===== src/rtl/core/fbsc_pkg.sv =====
// Shared types, constants and helpers for the boot sector classifier.
package fbsc_pkg;

  // Bytes of one boot sector; bytes past this count are dropped
  localparam int SectorBytes = 512;
  localparam int PosW        = 10;

  // Snapshot queue depth between the capture side and the evaluation side
  localparam int QueueDepth = 2;
  localparam int QueuePtrW  = $clog2(QueueDepth);

  // Soft and hard test constants
  localparam logic [7:0]  JumpShort   = 8'hEB;
  localparam logic [7:0]  JumpNop     = 8'h90;
  localparam logic [7:0]  JumpNear    = 8'hE9;
  localparam logic [7:0]  MediaFixed  = 8'hF0;
  localparam logic [7:0]  MediaLowest = 8'hF8;
  localparam logic [15:0] BootSig     = 16'h55AA;
  localparam logic [15:0] AtariSum    = 16'h1234;
  localparam logic [63:0] Fat12Limit  = 64'd4085;
  localparam logic [63:0] Fat16Limit  = 64'd65525;

  typedef enum logic [2:0] {
    OUT_ACCEPTED         = 3'd0,
    OUT_SHORT            = 3'd1,
    OUT_BAD_SECTOR_SIZE  = 3'd2,
    OUT_BAD_CLUSTER_SIZE = 3'd3,
    OUT_FOREIGN_TAG      = 3'd4
  } outcome_e;

  typedef enum logic [1:0] {
    KIND_FAT12 = 2'd0,
    KIND_FAT16 = 2'd1,
    KIND_FAT32 = 2'd2
  } fat_kind_e;

  // Parameter block fields captured from one sector
  typedef struct packed {
    logic [15:0] word_sum;
    logic [7:0]  jump_first;
    logic [7:0]  jump_third;
    logic [15:0] sector_size;
    logic [7:0]  cluster_size;
    logic        tag_match;
    logic [15:0] reserved_sectors;
    logic [7:0]  fat_copies;
    logic [15:0] root_entries;
    logic [15:0] short_total;
    logic [7:0]  media_byte;
    logic [15:0] short_fat_size;
    logic [31:0] long_total;
    logic [31:0] long_fat_size;
    logic [15:0] signature;
  } sector_fields_t;

  // Capture state after reset and at the start of each sector
  localparam sector_fields_t FieldsInit = '{tag_match: 1'b1, default: '0};

  // One finished sector: captured fields plus the full-length flag
  typedef struct packed {
    logic           full;
    sector_fields_t fields;
  } sector_snap_t;

  // Foreign volume tag expected at offsets 3..10
  function automatic logic [7:0] tag_byte(input logic [2:0] idx);
    logic [7:0] val;
    case (idx)
      3'd0:    val = 8'h4E;
      3'd1:    val = 8'h54;
      3'd2:    val = 8'h46;
      3'd3:    val = 8'h53;
      default: val = 8'h20;
    endcase
    return val;
  endfunction

endpackage


===== src/rtl/core/fbsc_front.sv =====
// Capture side: absorbs sector bytes and emits a field snapshot per sector.
module fbsc_front (
  input  logic                  clk_i,
  input  logic                  rst_ni,
  input  logic                  beat_i,
  input  logic [7:0]            sector_byte_i,
  input  logic                  sector_end_i,
  output logic                  push_o,
  output fbsc_pkg::sector_snap_t snap_o
);
  import fbsc_pkg::*;

  logic [PosW-1:0] pos_q, pos_d;
  sector_fields_t  fields_q, fields_d;
  logic [2:0]      tag_idx;
  logic            absorb;

  assign absorb  = (pos_q < PosW'(SectorBytes));
  assign tag_idx = 3'(pos_q - PosW'(3));

  // Fold the current byte into the captured fields
  always_comb begin
    fields_d = fields_q;
    pos_d    = pos_q;
    if (absorb) begin
      if (pos_q[0]) begin
        fields_d.word_sum = fields_q.word_sum + {8'h00, sector_byte_i};
      end else begin
        fields_d.word_sum = fields_q.word_sum + {sector_byte_i, 8'h00};
      end
      if ((pos_q >= PosW'(3)) && (pos_q <= PosW'(10)) &&
          (sector_byte_i != tag_byte(tag_idx))) begin
        fields_d.tag_match = 1'b0;
      end
      case (pos_q)
        10'd0:   fields_d.jump_first             = sector_byte_i;
        10'd2:   fields_d.jump_third             = sector_byte_i;
        10'd11:  fields_d.sector_size[7:0]       = sector_byte_i;
        10'd12:  fields_d.sector_size[15:8]      = sector_byte_i;
        10'd13:  fields_d.cluster_size           = sector_byte_i;
        10'd14:  fields_d.reserved_sectors[7:0]  = sector_byte_i;
        10'd15:  fields_d.reserved_sectors[15:8] = sector_byte_i;
        10'd16:  fields_d.fat_copies             = sector_byte_i;
        10'd17:  fields_d.root_entries[7:0]      = sector_byte_i;
        10'd18:  fields_d.root_entries[15:8]     = sector_byte_i;
        10'd19:  fields_d.short_total[7:0]       = sector_byte_i;
        10'd20:  fields_d.short_total[15:8]      = sector_byte_i;
        10'd21:  fields_d.media_byte             = sector_byte_i;
        10'd22:  fields_d.short_fat_size[7:0]    = sector_byte_i;
        10'd23:  fields_d.short_fat_size[15:8]   = sector_byte_i;
        10'd32:  fields_d.long_total[7:0]        = sector_byte_i;
        10'd33:  fields_d.long_total[15:8]       = sector_byte_i;
        10'd34:  fields_d.long_total[23:16]      = sector_byte_i;
        10'd35:  fields_d.long_total[31:24]      = sector_byte_i;
        10'd36:  fields_d.long_fat_size[7:0]     = sector_byte_i;
        10'd37:  fields_d.long_fat_size[15:8]    = sector_byte_i;
        10'd38:  fields_d.long_fat_size[23:16]   = sector_byte_i;
        10'd39:  fields_d.long_fat_size[31:24]   = sector_byte_i;
        10'd510: fields_d.signature[15:8]        = sector_byte_i;
        10'd511: fields_d.signature[7:0]         = sector_byte_i;
        default: ;
      endcase
      pos_d = pos_q + PosW'(1);
    end
  end

  // Hand the finished sector to the queue on its last beat
  assign push_o        = beat_i && sector_end_i;
  assign snap_o.full   = (pos_d >= PosW'(SectorBytes));
  assign snap_o.fields = fields_d;

  // Advance on each beat, restart after the last one
  always_ff @(posedge clk_i or negedge rst_ni) begin
    if (!rst_ni) begin
      pos_q    <= '0;
      fields_q <= FieldsInit;
    end else if (beat_i) begin
      if (sector_end_i) begin
        pos_q    <= '0;
        fields_q <= FieldsInit;
      end else begin
        pos_q    <= pos_d;
        fields_q <= fields_d;
      end
    end
  end

endmodule


===== src/rtl/core/fbsc_queue.sv =====
// Short snapshot queue that decouples capture from evaluation.
module fbsc_queue (
  input  logic                   clk_i,
  input  logic                   rst_ni,
  input  logic                   push_i,
  input  fbsc_pkg::sector_snap_t push_data_i,
  output logic                   full_o,
  input  logic                   pop_i,
  output logic                   valid_o,
  output fbsc_pkg::sector_snap_t data_o
);
  import fbsc_pkg::*;

  sector_snap_t         entries_q [QueueDepth];
  logic [QueuePtrW-1:0] wr_ptr_q, rd_ptr_q;
  logic [QueuePtrW:0]   count_q;
  logic                 do_push, do_pop;

  assign full_o  = (count_q == (QueuePtrW + 1)'(QueueDepth));
  assign valid_o = (count_q != '0);
  assign data_o  = entries_q[rd_ptr_q];
  assign do_push = push_i && !full_o;
  assign do_pop  = pop_i && valid_o;

  // Store the incoming snapshot
  always_ff @(posedge clk_i) begin
    if (do_push) begin
      entries_q[wr_ptr_q] <= push_data_i;
    end
  end

  // Track pointers and fill level
  always_ff @(posedge clk_i or negedge rst_ni) begin
    if (!rst_ni) begin
      wr_ptr_q <= '0;
      rd_ptr_q <= '0;
      count_q  <= '0;
    end else begin
      if (do_push) begin
        wr_ptr_q <= (wr_ptr_q == QueuePtrW'(QueueDepth - 1)) ? '0 : wr_ptr_q + QueuePtrW'(1);
      end
      if (do_pop) begin
        rd_ptr_q <= (rd_ptr_q == QueuePtrW'(QueueDepth - 1)) ? '0 : rd_ptr_q + QueuePtrW'(1);
      end
      if (do_push && !do_pop) begin
        count_q <= count_q + (QueuePtrW + 1)'(1);
      end else if (do_pop && !do_push) begin
        count_q <= count_q - (QueuePtrW + 1)'(1);
      end
    end
  end

endmodule


===== src/rtl/core/fbsc_back.sv =====
// Evaluation side: three-stage pipeline from snapshot to result beat.
module fbsc_back (
  input  logic                   clk_i,
  input  logic                   rst_ni,
  input  logic                   snap_valid_i,
  input  fbsc_pkg::sector_snap_t snap_i,
  output logic                   snap_pop_o,
  output logic                   out_valid_o,
  input  logic                   out_ready_i,
  output logic [2:0]             outcome_o,
  output logic [1:0]             fat_kind_o,
  output logic [2:0]             hint_score_o,
  output logic                   atari_bootable_o,
  output logic [63:0]            cluster_count_o,
  output logic [12:0]            bytes_per_sector_o,
  output logic [7:0]             sectors_per_cluster_o
);
  import fbsc_pkg::*;

  typedef struct packed {
    outcome_e    outcome;
    logic [2:0]  score;
    logic        atari;
    logic [31:0] total;
    logic [15:0] reserved;
    logic [31:0] fat_sectors;
    logic [12:0] dir_sectors;
    logic [2:0]  cs_shift;
    logic [12:0] bps;
    logic [7:0]  spc;
  } a_stage_t;

  typedef struct packed {
    outcome_e    outcome;
    logic [2:0]  score;
    logic        atari;
    logic [32:0] diff;
    logic [2:0]  cs_shift;
    logic [12:0] bps;
    logic [7:0]  spc;
  } b_stage_t;

  sector_fields_t f;
  a_stage_t       a_d, a_q;
  b_stage_t       b_d, b_q;
  logic           a_valid_q, b_valid_q, o_valid_q;
  logic           a_en, b_en, o_en;
  logic           ss_ok, cs_ok, jump_ok, media_ok, rsv_ok;
  logic [31:0]    total, fsize;
  logic [31:0]    prod;
  logic [21:0]    dir_num;
  logic [31:0]    used;
  logic [63:0]    clusters;

  assign f = snap_i.fields;

  // Stall chain: a stage advances when the one after it frees up
  assign o_en       = !o_valid_q || out_ready_i;
  assign b_en       = !b_valid_q || o_en;
  assign a_en       = !a_valid_q || b_en;
  assign snap_pop_o = a_en && snap_valid_i;

  // Stage A: hard tests, soft tests, table size product
  assign ss_ok = (f.sector_size == 16'd512) || (f.sector_size == 16'd1024) ||
                 (f.sector_size == 16'd2048) || (f.sector_size == 16'd4096);
  assign cs_ok = (f.cluster_size != 8'd0) &&
                 ((f.cluster_size & (f.cluster_size - 8'd1)) == 8'd0);
  assign jump_ok  = ((f.jump_first == JumpShort) && (f.jump_third == JumpNop)) ||
                    (f.jump_first == JumpNear);
  assign media_ok = (f.media_byte == MediaFixed) || (f.media_byte >= MediaLowest);
  assign rsv_ok   = (f.reserved_sectors == 16'd1) || (f.reserved_sectors == 16'd32);
  assign total    = (f.short_total != 16'd0) ? {16'h0000, f.short_total} : f.long_total;
  assign fsize    = (f.short_fat_size != 16'd0) ? {16'h0000, f.short_fat_size}
                                                : f.long_fat_size;
  assign prod     = {24'h000000, f.fat_copies} * fsize;
  assign dir_num  = {1'b0, f.root_entries, 5'b00000} + {10'd0, 12'(f.sector_size - 16'd1)};

  always_comb begin
    a_d = '0;
    if (!snap_i.full) begin
      a_d.outcome = OUT_SHORT;
    end else if (!ss_ok) begin
      a_d.outcome = OUT_BAD_SECTOR_SIZE;
    end else if (!cs_ok) begin
      a_d.outcome = OUT_BAD_CLUSTER_SIZE;
    end else if (f.tag_match) begin
      a_d.outcome = OUT_FOREIGN_TAG;
    end else begin
      a_d.outcome = OUT_ACCEPTED;
    end
    a_d.score = {2'b00, jump_ok} + {2'b00, (f.signature == BootSig)} + {2'b00, rsv_ok} +
                {2'b00, (f.fat_copies == 8'd2)} + {2'b00, media_ok};
    a_d.atari       = (f.word_sum == AtariSum);
    a_d.total       = total;
    a_d.reserved    = f.reserved_sectors;
    a_d.fat_sectors = prod;
    // Root directory sectors: round up, divide by the sector size
    case (f.sector_size)
      16'd512:  a_d.dir_sectors = 13'(dir_num >> 9);
      16'd1024: a_d.dir_sectors = 13'(dir_num >> 10);
      16'd2048: a_d.dir_sectors = 13'(dir_num >> 11);
      default:  a_d.dir_sectors = 13'(dir_num >> 12);
    endcase
    // Cluster size is a power of two here: take its exponent
    for (int i = 0; i < 8; i++) begin
      if (f.cluster_size[i]) begin
        a_d.cs_shift = 3'(i);
      end
    end
    a_d.bps = f.sector_size[12:0];
    a_d.spc = f.cluster_size;
  end

  // Stage B: sectors in use, then data sectors with 64-bit wrap
  assign used = {16'h0000, a_q.reserved} + a_q.fat_sectors + {19'd0, a_q.dir_sectors};

  always_comb begin
    b_d.outcome  = a_q.outcome;
    b_d.score    = a_q.score;
    b_d.atari    = a_q.atari;
    b_d.diff     = {1'b0, a_q.total} - {1'b0, used};
    b_d.cs_shift = a_q.cs_shift;
    b_d.bps      = a_q.bps;
    b_d.spc      = a_q.spc;
  end

  // Stage C: divide by cluster size and pick the table kind
  assign clusters = {{31{b_q.diff[32]}}, b_q.diff} >> b_q.cs_shift;

  // Pipeline valid bits
  always_ff @(posedge clk_i or negedge rst_ni) begin
    if (!rst_ni) begin
      a_valid_q <= 1'b0;
      b_valid_q <= 1'b0;
      o_valid_q <= 1'b0;
    end else begin
      if (a_en) a_valid_q <= snap_valid_i;
      if (b_en) b_valid_q <= a_valid_q;
      if (o_en) o_valid_q <= b_valid_q;
    end
  end

  // Pipeline payload
  always_ff @(posedge clk_i) begin
    if (a_en && snap_valid_i) begin
      a_q <= a_d;
    end
    if (b_en && a_valid_q) begin
      b_q <= b_d;
    end
    if (o_en && b_valid_q) begin
      outcome_o             <= b_q.outcome;
      bytes_per_sector_o    <= b_q.bps;
      sectors_per_cluster_o <= b_q.spc;
      if (b_q.outcome == OUT_ACCEPTED) begin
        hint_score_o     <= b_q.score;
        atari_bootable_o <= b_q.atari;
        cluster_count_o  <= clusters;
        if (clusters < Fat12Limit) begin
          fat_kind_o <= KIND_FAT12;
        end else if (clusters < Fat16Limit) begin
          fat_kind_o <= KIND_FAT16;
        end else begin
          fat_kind_o <= KIND_FAT32;
        end
      end else begin
        hint_score_o     <= '0;
        atari_bootable_o <= 1'b0;
        cluster_count_o  <= '0;
        fat_kind_o       <= KIND_FAT12;
      end
    end
  end

  assign out_valid_o = o_valid_q;

endmodule


===== src/rtl/core/fat_boot_sector_classifier_unit.sv =====
// Top level of the boot sector classifier: capture, queue and evaluation.
//
// Accepts one sector byte per cycle while the snapshot queue has room, with no
// gaps between sectors; a sector of any length, down to a single byte, may
// follow the previous one at once. On the beat that carries sector_end the
// captured parameter block fields are pushed into a two-entry snapshot queue
// and capture restarts for the next sector. The evaluation pipeline (tests and
// table-size multiply, used sectors and subtract, cluster-size shift and kind
// compare) registers each step and can deliver one result per cycle while
// results are taken downstream. in_ready_o drops only while the snapshot queue
// is full, which happens when results are not taken downstream. Bytes past
// offset 511 are dropped, but their end mark still closes the sector.
module fat_boot_sector_classifier_unit (
  input  logic        clk_i,
  input  logic        rst_ni,
  input  logic        in_valid_i,
  output logic        in_ready_o,
  input  logic [7:0]  sector_byte_i,
  input  logic        sector_end_i,
  output logic        out_valid_o,
  input  logic        out_ready_i,
  output logic [2:0]  outcome_o,
  output logic [1:0]  fat_kind_o,
  output logic [2:0]  hint_score_o,
  output logic        atari_bootable_o,
  output logic [63:0] cluster_count_o,
  output logic [12:0] bytes_per_sector_o,
  output logic [7:0]  sectors_per_cluster_o
);
  import fbsc_pkg::*;

  sector_snap_t push_snap, head_snap;
  logic         push, q_full, q_valid, pop, beat;

  assign in_ready_o = !q_full;
  assign beat       = in_valid_i && in_ready_o;

  // Capture the sector fields byte by byte
  fbsc_front u_front (
    .clk_i         (clk_i),
    .rst_ni        (rst_ni),
    .beat_i        (beat),
    .sector_byte_i (sector_byte_i),
    .sector_end_i  (sector_end_i),
    .push_o        (push),
    .snap_o        (push_snap)
  );

  // Buffer finished sectors
  fbsc_queue u_queue (
    .clk_i       (clk_i),
    .rst_ni      (rst_ni),
    .push_i      (push),
    .push_data_i (push_snap),
    .full_o      (q_full),
    .pop_i       (pop),
    .valid_o     (q_valid),
    .data_o      (head_snap)
  );

  // Evaluate and deliver results
  fbsc_back u_back (
    .clk_i                 (clk_i),
    .rst_ni                (rst_ni),
    .snap_valid_i          (q_valid),
    .snap_i                (head_snap),
    .snap_pop_o            (pop),
    .out_valid_o           (out_valid_o),
    .out_ready_i           (out_ready_i),
    .outcome_o             (outcome_o),
    .fat_kind_o            (fat_kind_o),
    .hint_score_o          (hint_score_o),
    .atari_bootable_o      (atari_bootable_o),
    .cluster_count_o       (cluster_count_o),
    .bytes_per_sector_o    (bytes_per_sector_o),
    .sectors_per_cluster_o (sectors_per_cluster_o)
  );

endmodule


===== config.mk =====
export PLATFORM = sky130hd
export DESIGN_NAME = fat_boot_sector_classifier_unit
export DESIGN_NICKNAME = d
export VERILOG_FILES = /design/src/rtl/core/fbsc_pkg.sv /design/src/rtl/core/fbsc_front.sv /design/src/rtl/core/fbsc_queue.sv /design/src/rtl/core/fbsc_back.sv /design/src/rtl/core/fat_boot_sector_classifier_unit.sv
export SDC_FILE = /design/constraint.sdc
export NUM_CORES = 2
export LEC_CHECK = 0
export BUFFER_PORTS_ARGS = -buffer_cell sky130_fd_sc_hd__buf_2
export CAP_MARGIN = 20
export CORE_MARGIN = 5
export CORE_UTILIZATION = 50
export CTS_BUF_LIST = sky130_fd_sc_hd__clkbuf_4 sky130_fd_sc_hd__clkbuf_8
export CTS_CLUSTER_DIAMETER = 120
export DETAILED_ROUTE_END_ITERATION = 7
export GPL_TIMING_DRIVEN = 0
export PLACE_DENSITY_LB_ADDON = 0.05
export SETUP_SLACK_MARGIN = 0.05
export SLEW_MARGIN = 20
export SYNTH_ARGS = -nofsm -noshare
export SYNTH_HDL_FRONTEND = slang
export SYNTH_SLANG_ARGS = --single-unit

===== constraint.sdc =====
create_clock -name clk_i -period 13.02 [get_ports clk_i]
set_clock_uncertainty 0.05 [all_clocks]
set_input_delay 0.651 -clock clk_i [delete_from_list [all_inputs] [get_ports clk_i]]
set_output_delay 0.651 -clock clk_i [all_outputs]
set_load 0.1 [all_outputs]

# Word-level counts from Yosys, hierarchy flattened
# Memory sizes are Yosys's and may differ from the RTL's.
# Index checks and enable logic that the tools add are counted.
# totals
reg_bits	516
ramBits	436
output_inout_bits	96
word_cells	215
mem_count	1
# op_classes
addsub	18
multipliers	1
order_cmp	7
eq_ne	42
shifts	1
mux	52
bitwise	2
n_reduce_logical	41
# memory_table
memory	depth	width	rd	rd_clocked_by_memory_dff	write_ports	line	text
u_queue.entries_q	2	218	1	0	1	fbsc_queue.sv:14	sector_snap_t entries_q [QueueDepth];
# op_table
operator	n
217-bit two-way mux	2
8-bit two-way mux	26
10-bit by 5-bit == test with 1-bit output (second input constant)	8
10-bit by 6-bit == test with 1-bit output (second input constant)	8
64-bit by 12-bit < comparator with 1-bit output (second input constant)	1
64-bit by 16-bit < comparator with 1-bit output (second input constant)	1
64-bit by 3-bit right shift with 64-bit output	1
10-bit by 4-bit == test with 1-bit output (second input constant)	5
13-bit one-hot mux with 3 select lines	1
32-bit by 32-bit subtractor with 33-bit output	1
16-bit by 32-bit adder with 32-bit output	1
32-bit by 13-bit adder with 32-bit output	1
16-bit by 13-bit == test with 1-bit output (second input constant)	2
8-bit == test (second input constant)	4
8-bit by 32-bit multiplier with 32-bit output	1
16-bit two-way mux	2
32-bit two-way mux	1
16-bit nonzero test	2
7-bit one-hot mux with 4 select lines	1
21-bit by 12-bit adder with 22-bit output	1
10-bit by 9-bit == test with 1-bit output (second input constant)	2
10-bit two-way mux	2
2-bit two-way mux	9
16-bit adder	1
other kinds (42)	80

# Depth between registers and ports, before layout
# logic_depth
depth_word	9
mapped_depth	29
mapped_depth_nobuf	26

# Cells and area by module
# From an unflattened synthesis, not the netlist that was laid out.
# hier_totals
hier_cells	3885
hier_area_um2	50832.5
# by_module_without_submodules
mod	instances	cells_per_inst	area_per_inst_um2	seq_area_each_um2
fbsc_back	1	1971	21140.3	7822.5
fbsc_queue	1	697	16011.6	13192.7
fbsc_front	1	1215	13670.6	5681.7
fat_boot_sector_classifier_unit	1	2	10.0	0.0

# Least setup slack after synthesis
# OpenSTA, ideal clock, no wires.
# synth_timing
path_kind	register to register
from	reg u_queue.count_q[0]
to	mem u_queue.entries_q[0][0] (netlist name) (enable)
setup_ps	801
arrival_ps	10882
required_time_ps	12169
path_slack_ps	1287
stages_incl_launch_ff	6
period_less_slack_ps	11733
path_cell_list	dfrtp_1 nand2b_1 and2_1 clkbuf_1 nand2_1 nor2_1
# synth_via
elab_chain_len	7
# synth_lines
element	line	text
from (decl)	fbsc_queue.sv:16	logic [QueuePtrW:0] count_q;
from (signal assigned)	fbsc_queue.sv:46	count_q <= count_q + (QueuePtrW + 1)'(1);
from (signal assigned)	fbsc_queue.sv:48	count_q <= count_q - (QueuePtrW + 1)'(1);
2-bit == test *	fbsc_queue.sv:19	assign full_o = (count_q == (QueuePtrW + 1)'(QueueDepth));
1-bit logical NOT *	fat_boot_sector_classifier_unit.sv:35	assign in_ready_o = !q_full;
via in_ready_o	fat_boot_sector_classifier_unit.sv:17	output logic in_ready_o,
1-bit logical AND	fat_boot_sector_classifier_unit.sv:36	assign beat = in_valid_i && in_ready_o;
1-bit logical AND	fbsc_front.sv:68	assign push_o = beat_i && sector_end_i;
1-bit logical AND *	fbsc_queue.sv:22	assign do_push = push_i && !full_o;
1-bit two-way mux *	fbsc_queue.sv:27	if (do_push) begin
1-bit two-way mux (implied by the code) *	fbsc_queue.sv:28	entries_q[wr_ptr_q] <= push_data_i;
to (decl)	fbsc_queue.sv:14	
# Mark *: on every way through the listed nets, which the timed path passes. The rest lies on a longest branch.

==> summary.md <==
| Metric | Value |
|---|---|
| Initial DRT Pass Iterations | `6` |
| Antenna violation net count after detailed routing | `0` |
| RSZ-0062 raised after global routing | `no` |
| Fmax | `115 MHz` |
| DRC | `0` |
| Longest Clk Path Bufs | `3` |
| Synth warn | `0` |
| Core area | `94900 µm²` |
| Critical Path Source Type | `flop` |
| Worst Setup End Kind | `flop` |
| Clock latency on the worst-skew pair | `0.84 ns` |
| Initial core utilization | `50.3%` |
| HPWL after DPL | `90800 µm` |
| Site Rows | `113` |
| Arrival time worst endpoint | `9.23 ns` |
| Asr flop ratio synth | `25.2%` |
| Top cell type's share of synthesized area | `43.6%` |
| DIE AREA | `102000 µm²` |
| Non-filler cells, final | `5334` |
| GPL Wtd Cong | `0.944` |
| Post-DR vias/cell | `5.73` |
| Setup TNS | `0 ns` |
| GR Overflow Total | `0` |
| Vias | `30600` |
| First-pass GRT wire length | `189000 µm` |
| Tot GR Track Use | `24.5%` |
| Slew Limit Fails | `0` |
| Clock Tree Root | `clkbuf_8` |
| Die Y | `319 µm` |
| Fin. Hold Viols | `0` |
| Hold Crit Class | `in2reg` |
| Top Ports | `109` |
| Largest area contributor in the netlist | `edfxtp_1` |
| Syn nets | `3956` |
| Synth Register Bits | `928` |
| Mapped Cells | `3646` |
| Setup violations, final | `0` |
| Hold path start | `out_ready_i` |
| Die Wd | `319 µm` |
| CTS tree | `built` |
| Share of post-route cells with drive strength above 1 | `19.9%` |
| Nets | `4244` |
| Fillcell total | `7910` |
| Part of the Yosys area used for sequential elements | `55.9%` |
| Initial antenna violation count | `5` |
| Post-Syn Area per Cell | `13.1 µm²` |
| Crit path time final | `8.72 ns` |
| Htree depth | `4` |
| TritonCTS buffer count | `157` |
| Final wirelength | `126000 µm` |
| Slew @ Worst Pin | `1.17 ns` |
| Placed Cells | `5039` |
| Synth-to-layout area growth | `12.6%` |
| Post-synth EDFFs | `694` |
| Synth area leaders | `edfxtp_1, dfrtp_1, fa_1, mux2_2, a22o_1` |
| Initial DRC count | `2230` |
| Final Cell Area | `53800 µm²` |
| Largest net degree at the start of global routing | `99` |
| Vias in the first global route | `30600` |
| CP Class | `reg2reg` |
| Netlist Area Pre-Place | `47700 µm²` |
| Most common cell in the netlist | `edfxtp_1` |
| Most used DFF post-synth | `edfxtp_1` |
| Maximum Capacitance Violations | `0` |
| PortBufs | `107` |
| Tcrit/Tclk final | `67.0%` |
| Outcome | `complete, no violations` |
| Clock-pin slew on the worst setup and hold paths | `0.06 ns` |
| Fin util | `56.7%` |
| Synth unique cells | `94` |
| Worst-path maximum fanout | `10` |
| Placed instance area | `50400 µm²` |
| Most frequent cells after synthesis | `edfxtp_1, nor2_1, mux2_2` |
| Sink Count | `928` |
| Worst Setup SP | `u_queue.rd_ptr_q` |
| Worst slew margin | `21.4%` |
| WL/cell | `23.6 µm` |
| Worst reg2reg startpoint | `u_queue.rd_ptr_q` |
| CP required | `13.53 ns` |
[final timing paths]
kind	endpoint	slack (ns)	cells after the start
worst max-delay path	u_back.a_q[67]	4.30	27
min in group asynchronous	u_front.fields_q[174]	0.31	2
max in group asynchronous	u_front.fields_q[154]	11.73	3
worst min register to register	u_back.b_q[57]	0.35	0
worst max register to register	u_back.a_q[67]	4.30	27
worst min-delay path	u_back.out_valid_o	0.12	3
[flip-flops by register name (all words and copies together) (netlist names), 8 cells and up]
name / count
u_queue.entries_q: 436
u_front.pos_q: 10
u_back.bytes_per_sector_o: 13
u_back.a_q: 124
u_back.b_q: 64
u_back.cluster_count_o: 40
u_front.fields_q: 217
u_back.sectors_per_cluster_o: 8
[what timing repair did]
action                    in CTS  in global routing
hold buffers                   1                  0
resized for setup              0                  0
hold endpoints to repair      58                  0
setup buffers                  0                  0
[layer usage]
metal / vias to the layer above / track usage (%) / wire length, µm
met2: 932 / 37.4 / 56800
li1: 14000 / - / -
met5: - / 0 / 21
met4: 4 / 10.0 / 5310
met1: 15400 / 33.9 / 54700
met3: 238 / 6.16 / 8860
[final cells by class]
cell class	count	area [µm²]	share of cell area, %
inverters	217	822	1.53
well taps	1265	1580	2.94
flip-flops and latches	928	26700	49.6
repair buffers	129	1040	1.94
diodes	2	5.00	0.00931
multi-input cells	2311	19400	36.1
clock inverters	61	487	0.905
clock buffers	231	2830	5.26
plain buffers	190	882	1.64
[logic make-up (layout without fill, tap and decap cells)]
family,after synthesis,count (layout),synth area share (%)
DFF,928,928,55.9
and+or+nand+nor,833,833,8.31
AOI/OAI and AO/OA,664,664,10.0
buffers and inverters,407,828,3.55
muxes,386,386,9.24
adders and majority gates,297,297,10.5
xor gates and xnor gates,131,131,2.43
other,0,2,0
[per-stage QoR]
stage / worst slack (ns) / hold WS, ns
5_1_grt: 3.96 / 0.0957
2_1_floorplan: 1.29 / 0.305
3_3_place_gp: -4.62 / 0.350
4_1_cts: 4.27 / 0.0393
6_report: 4.30 / 0.123
3_5_place_dp: 4.30 / 0.355
[layout by cell type, fill, tap and decap left out, types with 90 or more instances in the layout]
cell,count
xnor2_1,94
mux2_2,272
buf_2,132
edfxtp_1,694
nor2_1,293
inv_1,212
dfrtp_1,233
mux2i_1,90
a21oi_1,147
ha_1,122
clkbuf_8,175
nand2_1,205
fa_1,175
a22o_1,212
clkbuf_1,118
[worst max-delay path, stage by stage, from the launching register on]
cell and delay [ns]:
dfrtp_1 0.34, buf_6 0.16, buf_6 0.20, buf_6 0.24, buf_4 0.29, buf_2 0.45, buf_2 0.60, buf_2 0.47
buf_2 0.52, nand3_1 0.13, o21ai_1 0.58, nor2_1 0.17, fa_1 0.55, fa_1 0.52, fa_1 0.54, inv_1 0.06
fa_1 0.54, inv_1 0.04, ha_1 0.36, a21o_1 0.18, a21o_1 0.18, a211oi_1 0.30, o21ai_0 0.15, a21oi_1 0.15
nor2_1 0.09, a41oi_1 0.26, a21oi_1 0.11, xor2_1 0.17
Power is not shown: default switching activity piles up to over one toggle a cycle in this logic, so the estimate is an artifact.
